`config.mk`:
```
export PLATFORM = sky130hd
export DESIGN_NAME = cdfs_front
export DESIGN_NICKNAME = d
export VERILOG_FILES = /design/src/hw/rtl/cdfs_pkg.sv /design/src/hw/rtl/cdfs_front.sv
export SDC_FILE = /design/constraint.sdc
export NUM_CORES = 1
export LEC_CHECK = 0
export BUFFER_PORTS_ARGS = -buffer_cell sky130_fd_sc_hd__buf_4
export CAP_MARGIN = 20
export CELL_PAD_IN_SITES_DETAIL_PLACEMENT = 1
export CELL_PAD_IN_SITES_GLOBAL_PLACEMENT = 2
export CORE_UTILIZATION = 27
export CTS_CLUSTER_DIAMETER = 80
export DETAILED_ROUTE_END_ITERATION = 10
export PLACE_DENSITY = 0.84
export SLEW_MARGIN = 20
export SYNTH_ARGS = -nofsm -noshare
export SYNTH_HDL_FRONTEND = slang
export SYNTH_SLANG_ARGS = --single-unit
```
`constraint.sdc`:
```
create_clock -name clk -period 5.8 [get_ports clk]
set_clock_uncertainty 0.2 [all_clocks]
set_input_delay 1.16 -clock clk [delete_from_list [all_inputs] [get_ports clk]]
set_output_delay 1.16 -clock clk [all_outputs]
set_load 0.005 [all_outputs]
```
`src/hw/rtl/cdfs_pkg.sv`:
```
package cdfs_pkg;

  // Table geometry and weight format.
  localparam int MAX_ENTRIES = 1024;
  localparam int WEIGHT_BITS = 32;

  localparam int IDX_W    = $clog2(MAX_ENTRIES);
  localparam int CNT_W    = $clog2(MAX_ENTRIES + 1);
  localparam int ADDR_W   = IDX_W + 1;
  localparam int TOTAL_W  = 41;
  localparam int ADDEND_W = WEIGHT_BITS - 1;
  localparam int UNI_W    = 32;

  localparam logic [TOTAL_W-1:0] TOTAL_MAX = {TOTAL_W{1'b1}};

  // Command queue between front and back.
  localparam int Q_DEPTH = 2;
  localparam int Q_PTR_W = $clog2(Q_DEPTH);
  localparam int Q_CNT_W = $clog2(Q_DEPTH + 1);

  // Function codes.
  localparam logic FUNC_LOAD   = 1'b0;
  localparam logic FUNC_SAMPLE = 1'b1;

  // Status codes.
  localparam logic [1:0] STATUS_OK    = 2'd0;
  localparam logic [1:0] STATUS_EMPTY = 2'd1;
  localparam logic [1:0] STATUS_FULL  = 2'd2;

  typedef struct packed {
    logic        func;
    logic        table_sel;
    logic        restart;
    logic [31:0] weight;
    logic [31:0] uniform;
  } req_t;

  typedef struct packed {
    logic [9:0]  index;
    logic [40:0] total;
    logic [1:0]  status;
  } rsp_t;

  // Classified command as it travels through the queue.
  typedef struct packed {
    logic                func;
    logic                table_sel;
    logic                restart;
    logic [ADDEND_W-1:0] addend;
    logic [UNI_W-1:0]    uniform;
  } cmd_t;

endpackage

```
`src/hw/rtl/cdfs_front.sv`:
```
module cdfs_front
  import cdfs_pkg::*;
(
  input  logic clk,
  input  logic rst,
  input  logic req_valid,
  output logic req_stall,
  input  req_t req,
  output logic push,
  output cmd_t push_cmd,
  input  logic q_full
);

  logic                held;
  cmd_t                cmd;
  cmd_t                cmd_next;
  logic [WEIGHT_BITS-1:0] w;
  logic                take;

  // A weight with its sign bit set, or zero, contributes nothing.
  always_comb begin
    w                  = req.weight[WEIGHT_BITS-1:0];
    cmd_next.func      = req.func;
    cmd_next.table_sel = req.table_sel;
    cmd_next.restart   = req.restart;
    cmd_next.addend    = w[WEIGHT_BITS-1] ? '0 : w[ADDEND_W-1:0];
    cmd_next.uniform   = req.uniform;
  end

  assign push      = held && !q_full;
  assign push_cmd  = cmd;
  assign req_stall = held && q_full;
  assign take      = req_valid && !req_stall;

  always_ff @(posedge clk) begin
    if (take) begin
      cmd <= cmd_next;
    end
  end

  always_ff @(posedge clk) begin
    if (rst) begin
      held <= 1'b0;
    end else if (take) begin
      held <= 1'b1;
    end else if (push) begin
      held <= 1'b0;
    end
  end

endmodule

```
==> out/qor.log <==
INFO  worst_hold_path hold_path_depth=2
INFO  floorplan      dieHeight=93.4um
INFO  sta            setup_ws=2.84ns
INFO  detailed_routing remaining_number_of_nets_flagged_by_the_antenna_check_after_routing=0
INFO  global_route   grt_remaining_overflow=0
INFO  critical_path  reg2reg_depth=3
INFO  critical_path  worst-path-max-fanout=3
INFO  finish         syn_to_final_growth=58.3%
INFO  floorplan      chipWidth=93.4um
INFO  critical_path  crit-reg2reg-capture=push_cmd[15]
INFO  global_route   number_of_global_route_vias_before_repair=1534
INFO  run_status     run_status=completed
INFO  pwr            power.internal=790uW
INFO  floorplan      initial_core_util=28.6%
INFO  yosys          netlist_instances=106
INFO  pwr            cellPowerDensity=283nW/um^2
INFO  pwr            switching_share=21.9%
INFO  finish         antennaDiodeCount=0
INFO  sta            maximum_frequency_from_static_timing_analysis=0.337GHz
INFO  clocking       cts-hold-fix-buffers=0
INFO  critical_path  worstReg2RegStart=held
INFO  critical_path  critical-path-max-stage-delay=0.18ns
INFO  yosys          syn-cell-area=2260um^2
INFO  critical_path  r2r_setup_slack=3.53ns
INFO  critical_path  path_common_cell=buf_4
INFO  floorplan      core_region_area=7890um^2
INFO  finish         drive_gt1_share=60.1%
INFO  worst_hold_path timing.hold.worst_endpoint=held
INFO  clocking       clkTransAtPathRegs=0.07ns
INFO  yosys          postSynthRegisterBits=67
INFO  global_route   antenna_found_initial=0
INFO  yosys          synth_cell_types=7
INFO  detailed_routing drt_iter0_drc=34
INFO  critical_path  worstPathArrival=1.60ns
INFO  sta            timing.final.setup_violations=0
INFO  critical_path  start_kind=primary input
INFO  placement      post-dp-hpwl=3.91mm
INFO  sta            grt_setup_unrepaired=no
INFO  sta            fin_tns_setup=0ns
INFO  global_route   grt_pass1_wl=7.70mm
INFO  placement      routability_driven_placement_congestion_ratio=0.656
INFO  yosys          average_instance_area_after_synthesis=21.3um^2
INFO  floorplan      std_cell_rows=32
INFO  sta            post-route-period-util=51.1%
INFO  sta            finalWorstPathRequiredPeriod=2.96ns
INFO  pwr            max-vdd-ir-drop=96.4uV
INFO  clocking       cts_max_path_buffers=2
INFO  clocking       cts.sink_count=67
INFO  run            cap_viol_max_count=0
INFO  sta            relSlewSlack=45.7%
INFO  detailed_routing detail_route.first_pass.iterations=3
INFO  floorplan      design.portCount=139
INFO  clocking       post_cts_buffers=0
INFO  floorplan      die-area=8730um^2
INFO  critical_path  critical-path-slowest-cell=and2_1
INFO  clocking       resize_count_post_cts=0
INFO  pwr            share_comb_of_total_power=10.6%
INFO  clocking       cts-root-buf=clkbuf_8
INFO  pwr            netSwitchingPower=221uW
INFO  global_route   grtUsageTotal=12.2%
INFO  finish         finish.net_count=324
INFO  worst_hold_path worst_hold_path_type=reg -> reg
INFO  clocking       tritoncts=built
INFO  yosys          yosysWarningCount=0
INFO  yosys          net_count_synth=177
INFO  detailed_routing post_drt_via_cell_ratio=4.13
INFO  placement      post-place-ws=2.52ns
INFO  detailed_routing via_count=1488
INFO  clocking       clock_latency=0.33ns
INFO  critical_path  cp_cell_sequence=buf_4 -> and2_1 -> buf_4
INFO  pwr            reported_leakage_power=1.49nW
INFO  sta            timing_hold_violations_final=0
INFO  detailed_routing routedWlPerCell=14.6um
INFO  sta            worst-slew-pin-transition=0.813ns
INFO  sta            final-max-slew-violation-count=0
INFO  pwr            sequentialPowerShare=56.9%
INFO  critical_path  worst-setup-path-type=in -> out
INFO  placement      port_buffers=138
INFO  pwr            clock_power_share=32.5%
INFO  critical_path  critical_path_required=4.44ns
INFO  clocking       cts_max_level=3
INFO  yosys          synth-seq-area-share=88.7%
INFO  detailed_routing totalWireLength=5.24mm
INFO  clocking       cts_buffers=9
INFO  critical_path  cp-end-kind=output pin
INFO  detailed_routing drt_drc=0
INFO  global_route   grt_max_degree=39
INFO  finish         fillCellCount=819
INFO  worst_hold_path worst_hold_startpoint=held
metrics by stage:
stage	std cells	power (mW)	hold slack (ns)	instance area [um^2]	util [%]
2_1_floorplan	106	0.612	0.257	2260	-
3_3_place_gp	344	0.691	0.276	3400	43.1
3_5_place_dp	344	0.696	0.351	3400	43.1
4_1_cts	360	1.03	0.364	3570	45.3
5_1_grt	360	1.06	0.435	3570	45.3
6_report	360	1.01	0.358	3570	45.3
cells in the mapped netlist:
library cell | number | area share [%]
a21oi_1 | 1 | 0.22
and2_1 | 1 | 0.28
buf_6 | 3 | 1.5
dfxtp_1 | 1 | 0.89
edfxtp_1 | 66 | 88
nor2_1 | 1 | 0.17
nor2b_1 | 33 | 9.1
worst max path at each step:
stage	cells after the start	startpoint	endpoint
after floorplan	2	q_full	push_cmd[0]
after global placement	4	q_full	push_cmd[15]
after detailed placement	4	q_full	push_cmd[15]
after CTS	3	q_full	req_stall
after global routing	4	q_full	push_cmd[2]
final	3	q_full	req_stall
critical path: cells and delay by family:
| family | cells | cell delay (ns) |
|---|---|---|
| buf+inv | 2 | 0.26 |
| simple gates | 1 | 0.18 |
cell type report:
type / instances / area (um^2) / share of cell area, %
flip-flops and latches: 67 / 2000 / 56.0
repair buffers: 139 / 1040 / 29.2
multi-input cells: 36 / 229 / 6.41
clock buffers: 10 / 128 / 3.57
well taps: 102 / 128 / 3.57
clock inverters: 6 / 42.5 / 1.19
power by group through the flow:
stage	clock network (mW)	registers [mW]	logic (mW)
floorplan	0	0.592	0.0206
global route	0.366	0.578	0.117
finish	0.329	0.575	0.107
CTS	0.345	0.576	0.110
detailed placement	0	0.587	0.109
global placement	0	0.585	0.106
layout by cell type (no fill, tap or decap):
cell type,count
a21oi_1,1
and2_1,1
buf_4,139
clkbuf_1,1
clkbuf_8,9
clkinv_2,2
clkinv_4,2
clkinvlp_4,2
dfxtp_1,1
edfxtp_1,66
nor2_1,1
nor2b_1,32
nor2b_4,1
state kept, by name, indices dropped and copies added (netlist names):
signal,cells
push_cmd,66
held,1
metal layers:
layer	part of all wire, %	global-route usage, %	up-vias
li1	-	-	684
met2	48	20.2	105
met4	1.7	6.28	0
met5	0	0	-
met1	37	12.8	689
met3	13	6.26	10
kinds of logic (layout without fill, tap and decap cells):
group	Yosys count	after routing	synth area share [%]
AND/OR/NAND/NOR	35	35	9.59
AO/OA/AOI/OAI	1	1	0.222
buffers and inverters	3	155	1.50
flip-flops	67	67	88.7
Power figures use the tool's default switching activity.
