### src/hw/rtl/cdfs_pkg.sv
package cdfs_pkg;

  // Table geometry and weight format.
  localparam int MAX_ENTRIES = 1024;
  localparam int WEIGHT_BITS = 32;

  localparam int IDX_W    = $clog2(MAX_ENTRIES);
  localparam int CNT_W    = $clog2(MAX_ENTRIES + 1);
  localparam int ADDR_W   = IDX_W + 1;
  localparam int TOTAL_W  = 41;
  localparam int ADDEND_W = WEIGHT_BITS - 1;
  localparam int UNI_W    = 32;

  localparam logic [TOTAL_W-1:0] TOTAL_MAX = {TOTAL_W{1'b1}};

  // Command queue between front and back.
  localparam int Q_DEPTH = 2;
  localparam int Q_PTR_W = $clog2(Q_DEPTH);
  localparam int Q_CNT_W = $clog2(Q_DEPTH + 1);

  // Function codes.
  localparam logic FUNC_LOAD   = 1'b0;
  localparam logic FUNC_SAMPLE = 1'b1;

  // Status codes.
  localparam logic [1:0] STATUS_OK    = 2'd0;
  localparam logic [1:0] STATUS_EMPTY = 2'd1;
  localparam logic [1:0] STATUS_FULL  = 2'd2;

  typedef struct packed {
    logic        func;
    logic        table_sel;
    logic        restart;
    logic [31:0] weight;
    logic [31:0] uniform;
  } req_t;

  typedef struct packed {
    logic [9:0]  index;
    logic [40:0] total;
    logic [1:0]  status;
  } rsp_t;

  // Classified command as it travels through the queue.
  typedef struct packed {
    logic                func;
    logic                table_sel;
    logic                restart;
    logic [ADDEND_W-1:0] addend;
    logic [UNI_W-1:0]    uniform;
  } cmd_t;

endpackage

### src/hw/rtl/cdfs_queue.sv
module cdfs_queue
  import cdfs_pkg::*;
(
  input  logic clk,
  input  logic rst,
  input  logic push,
  input  cmd_t push_cmd,
  output logic full,
  input  logic pop,
  output logic head_valid,
  output cmd_t head_cmd
);

  cmd_t               slots [Q_DEPTH];
  logic [Q_PTR_W-1:0] wr_ptr;
  logic [Q_PTR_W-1:0] rd_ptr;
  logic [Q_CNT_W-1:0] fill;

  assign full       = (fill == Q_CNT_W'(Q_DEPTH));
  assign head_valid = (fill != '0);
  assign head_cmd   = slots[rd_ptr];

  always_ff @(posedge clk) begin
    if (push) begin
      slots[wr_ptr] <= push_cmd;
    end
  end

  always_ff @(posedge clk) begin
    if (rst) begin
      wr_ptr <= '0;
      rd_ptr <= '0;
      fill   <= '0;
    end else begin
      if (push) begin
        wr_ptr <= (wr_ptr == Q_PTR_W'(Q_DEPTH - 1)) ? '0 : wr_ptr + 1'b1;
      end
      if (pop) begin
        rd_ptr <= (rd_ptr == Q_PTR_W'(Q_DEPTH - 1)) ? '0 : rd_ptr + 1'b1;
      end
      if (push && !pop) begin
        fill <= fill + 1'b1;
      end else if (pop && !push) begin
        fill <= fill - 1'b1;
      end
    end
  end

endmodule

### config.mk
export PLATFORM = sky130hd
export DESIGN_NAME = cdfs_queue
export DESIGN_NICKNAME = d
export VERILOG_FILES = /design/src/hw/rtl/cdfs_pkg.sv /design/src/hw/rtl/cdfs_queue.sv
export SDC_FILE = /design/constraint.sdc
export NUM_CORES = 1
export LEC_CHECK = 0
export ABC_AREA = 1
export BUFFER_PORTS_ARGS = -buffer_cell sky130_fd_sc_hd__buf_2
export CAP_MARGIN = 10
export CELL_PAD_IN_SITES_DETAIL_PLACEMENT = 1
export CELL_PAD_IN_SITES_GLOBAL_PLACEMENT = 2
export CORE_MARGIN = 5
export CORE_UTILIZATION = 23
export DETAILED_ROUTE_END_ITERATION = 12
export HOLD_SLACK_MARGIN = 0.06
export MAX_ROUTING_LAYER = met4
export PLACE_DENSITY_LB_ADDON = 0.08
export SYNTH_ARGS = -nofsm -noshare
export SYNTH_HDL_FRONTEND = slang
export SYNTH_SLANG_ARGS = --single-unit
### constraint.sdc
create_clock -name clk -period 5.2 [get_ports clk]
set_input_delay 1.3 -clock clk [delete_from_list [all_inputs] [get_ports clk]]
set_output_delay 1.3 -clock clk [all_outputs]
set_load 0.005 [all_outputs]
==> impl_metrics.prom <==
# TYPE chip_impl_metric gauge
chip_impl_metric{name="cts-hold-fix-buffers",unit=""} 0
chip_impl_info{name="mostFrequentLayoutCell",value="buf_2"} 1
chip_impl_metric{name="final_hold_viol_count",unit=""} 0
chip_impl_metric{name="drt_iter0_drc",unit=""} 103
chip_impl_metric{name="die_outline_area",unit="mm²"} 0.0255
chip_impl_metric{name="starting_density_of_the_core",unit="%"} 23.5
chip_impl_metric{name="synth.yosys.warnings",unit=""} 0
chip_impl_metric{name="cts.repair.resized",unit=""} 0
chip_impl_metric{name="avgRoutedWirePerCell",unit="µm"} 16.2
chip_impl_metric{name="maxSlewViolCount",unit=""} 0
chip_impl_metric{name="cts_setup_buffers",unit=""} 0
chip_impl_metric{name="route.vias.total",unit=""} 2611
chip_impl_metric{name="post-layout-total-power",unit="mW"} 2.68
chip_impl_info{name="worst_setup_path_start_kind",value="flop"} 1
chip_impl_metric{name="clock_sink_count",unit=""} 137
chip_impl_metric{name="drt_wl_total",unit="µm"} 11100
chip_impl_metric{name="drt_pass1_iterations",unit=""} 6
chip_impl_metric{name="number_of_buffers_inserted_by_port_buffering",unit=""} 137
chip_impl_metric{name="setup_viol_count_final",unit=""} 0
chip_impl_info{name="timing.critical_path.cells",value="buf_4, mux2_4, buf_2"} 1
chip_impl_metric{name="global_route.usage.total",unit="%"} 9.15
chip_impl_metric{name="antenna_violations_before_repair",unit=""} 1
chip_impl_info{name="path_class",value="reg -> out"} 1
chip_impl_metric{name="finalCriticalPeriod",unit="ns"} 3.59
chip_impl_metric{name="placed_cell_area",unit="mm²"} 0.00616
chip_impl_metric{name="clock-skew-final",unit="ns"} 0.00485
chip_impl_metric{name="total_leakage_power",unit="nW"} 2.60
chip_impl_metric{name="final.setup.tns",unit="ns"} 0
chip_impl_metric{name="postSynthNetCount",unit=""} 309
chip_impl_metric{name="finalNetCount",unit=""} 462
chip_impl_info{name="status",value="finished clean"} 1
chip_impl_metric{name="worst_ep_arrival",unit="ns"} 2.29
chip_impl_metric{name="clkSlewWorstSetupHoldPaths",unit="ns"} 0.06
chip_impl_metric{name="utilization",unit="%"} 30.6
chip_impl_metric{name="maxCapViolCount",unit=""} 0
chip_impl_metric{name="netlist_instances",unit=""} 238
chip_impl_metric{name="core_area",unit="mm²"} 0.0220
chip_impl_metric{name="seq_area_frac_synth",unit="%"} 78.9
chip_impl_metric{name="detail-route-antenna-nets",unit=""} 0
chip_impl_metric{name="max_clock_freq",unit="MHz"} 279
chip_impl_info{name="layout.cells.most_common_list",value="137 x buf_2, 132 x edfxtp_1, 40 x mux2_4, 26 x mux2_2, 17 x clkbuf_16"} 1
chip_impl_metric{name="remaining_drc_errors",unit=""} 0
chip_impl_metric{name="multi_input_comb_area",unit="µm²"} 993
chip_impl_info{name="cts.root.buffer_cell",value="clkbuf_16"} 1
chip_impl_metric{name="synth_cell_types",unit=""} 16
chip_impl_info{name="rsz0062_at_grt",value="false"} 1
chip_impl_metric{name="cts_max_level",unit=""} 4
chip_impl_info{name="tritoncts",value="yes"} 1
chip_impl_metric{name="pin_count",unit=""} 138
chip_impl_metric{name="filler_cell_count",unit=""} 2277
chip_impl_metric{name="insertion_delay",unit="ns"} 0.40
chip_impl_metric{name="power_density",unit="mW/mm²"} 399
chip_impl_metric{name="tritoncts.num_buffers",unit=""} 17
chip_impl_metric{name="grt.overflow.total",unit=""} 0
chip_impl_metric{name="place_congestion",unit=""} 0.663
chip_impl_metric{name="worst_pin_slew",unit="ns"} 1.02
chip_impl_metric{name="placementRows",unit=""} 54
chip_impl_metric{name="postSynthRegisterBits",unit=""} 137
chip_impl_info{name="setup.worst_path.end_class",value="output pin"} 1
chip_impl_metric{name="postLayoutCellArea",unit="mm²"} 0.00672
chip_impl_metric{name="grt_max_degree",unit=""} 55
chip_impl_metric{name="grt_first_pass_wirelength",unit="µm"} 17000
chip_impl_metric{name="critical_path_required",unit="ns"} 3.90
chip_impl_metric{name="die_boundary_height",unit="µm"} 160
chip_impl_metric{name="syn-cell-area",unit="mm²"} 0.00515
chip_impl_metric{name="grt_pass1_vias",unit=""} 2979
chip_impl_metric{name="clockBufferDepth",unit=""} 2
chip_impl_metric{name="chipWidth",unit="µm"} 160
chip_impl_metric{name="area_growth_syn_to_layout",unit="%"} 30.5
chip_impl_metric{name="vdd.ir_drop.worst",unit="mV"} 0.195
chip_impl_metric{name="crit_fanout",unit=""} 52
chip_impl_metric{name="critPathMaxStageDelay",unit="ns"} 0.96
chip_impl_metric{name="max-slew-margin-rel",unit="%"} 31.8
chip_impl_metric{name="syn-mean-instance-area",unit="µm²"} 21.6
chip_impl_info{name="crit_slowest_cell",value="dfxtp_4"} 1
chip_impl_metric{name="layout-drive-gt1-share",unit="%"} 58.8
chip_impl_info{name="class_of_the_worst_hold_path",value="reg -> reg"} 1
chip_impl_metric{name="period_share",unit="%"} 69.0
chip_impl_metric{name="ratio_of_routed_vias_to_standard_cells",unit=""} 3.82
chip_impl_metric{name="ff_latch_area",unit="mm²"} 0.00407
==> through the flow <==
stage	instances	worst slack (ns)	hold slack, ns
floorplan	238	0.600	0.480
global placement	652	1.97	0.498
detailed placement	652	1.94	0.510
CTS	683	1.49	0.529
global route	684	1.43	0.563
finish	684	1.61	0.524
==> power by group <==
group          internal [mW]  total (mW)  switching (mW)
Clock                  0.696        1.13           0.437
Sequential              1.28        1.31          0.0340
Combinational          0.134       0.238           0.104
==> worst paths after layout <==
kind / startpoint / slack, ns / cells after the start / endpoint
max: flop / 1.61 / 3 / head_cmd[31]
min: rd_ptr$_SDFFE_PP0P_ / 0.52 / 2 / rd_ptr$_SDFFE_PP0P_
max reg2reg: wr_ptr$_SDFFE_PP0P_ / 3.18 / 3 / slots[1][24]$_DFFE_PP_
min reg2reg: rd_ptr$_SDFFE_PP0P_ / 0.52 / 2 / rd_ptr$_SDFFE_PP0P_
==> area by class of cell <==
class                      instances  share of cell area [%]
antenna                            1                  0.0372
clock buffer                      17                    6.33
clock inverter                    14                    1.95
inverter                           9                   0.521
multi-input combinational         85                    14.8
sequential                       137                    60.5
tap                              280                    5.21
timing repair buffer             141                    10.6
==> state kept, by name, summed over array words and instances, names as in the netlist, named ones only <==
signal,flops
slots,132
fill,2
rd_ptr,1
wr_ptr,1
==> Yosys cell counts <==
master,n,area (µm²)
nor3_1,1,5.00
nand2_1,6,22.5
nand3_1,1,5.00
nor2_1,6,22.5
xnor2_1,1,8.76
mux2_2,26,293
inv_1,9,33.8
ha_1,1,12.5
mux2_4,40,601
nand4_1,1,6.26
buf_6,5,56.3
buf_2,2,10.0
dfxtp_1,5,100
o21ai_0,1,5.00
a21oi_1,1,5.00
edfxtp_1,132,3960
==> worst max-delay path, delay by kind of cell, from the launching register on <==
kind | cells | cell delay [ns]
buffers and inverters | 2 | 0.58
flip-flops | 1 | 0.96
multiplexers | 1 | 0.33
==> cells by family after synthesis <==
kind of cell / after synthesis / share of synthesized area [%]
flip-flops: 137 / 78.9
multiplexers: 66 / 17.3
buffers and inverters: 16 / 1.94
AND/OR/NAND/NOR: 15 / 1.19
AO/OA/AOI/OAI: 2 / 0.194
XOR/XNOR: 1 / 0.170
adder cells (fa/ha/maj): 1 / 0.243
==> layer usage <==
| layer | track usage, % | part of all wire [%] | wire length [µm] |
|---|---|---|---|
| met3 | 3.63 | 6.0 | 662 |
| met2 | 13.8 | 47 | 5230 |
| met5 | - | 0 | 0 |
| met4 | 3.31 | 1.1 | 122 |
| met1 | 11.2 | 46 | 5050 |
No activity file was read; power rests on OpenSTA's default activity.
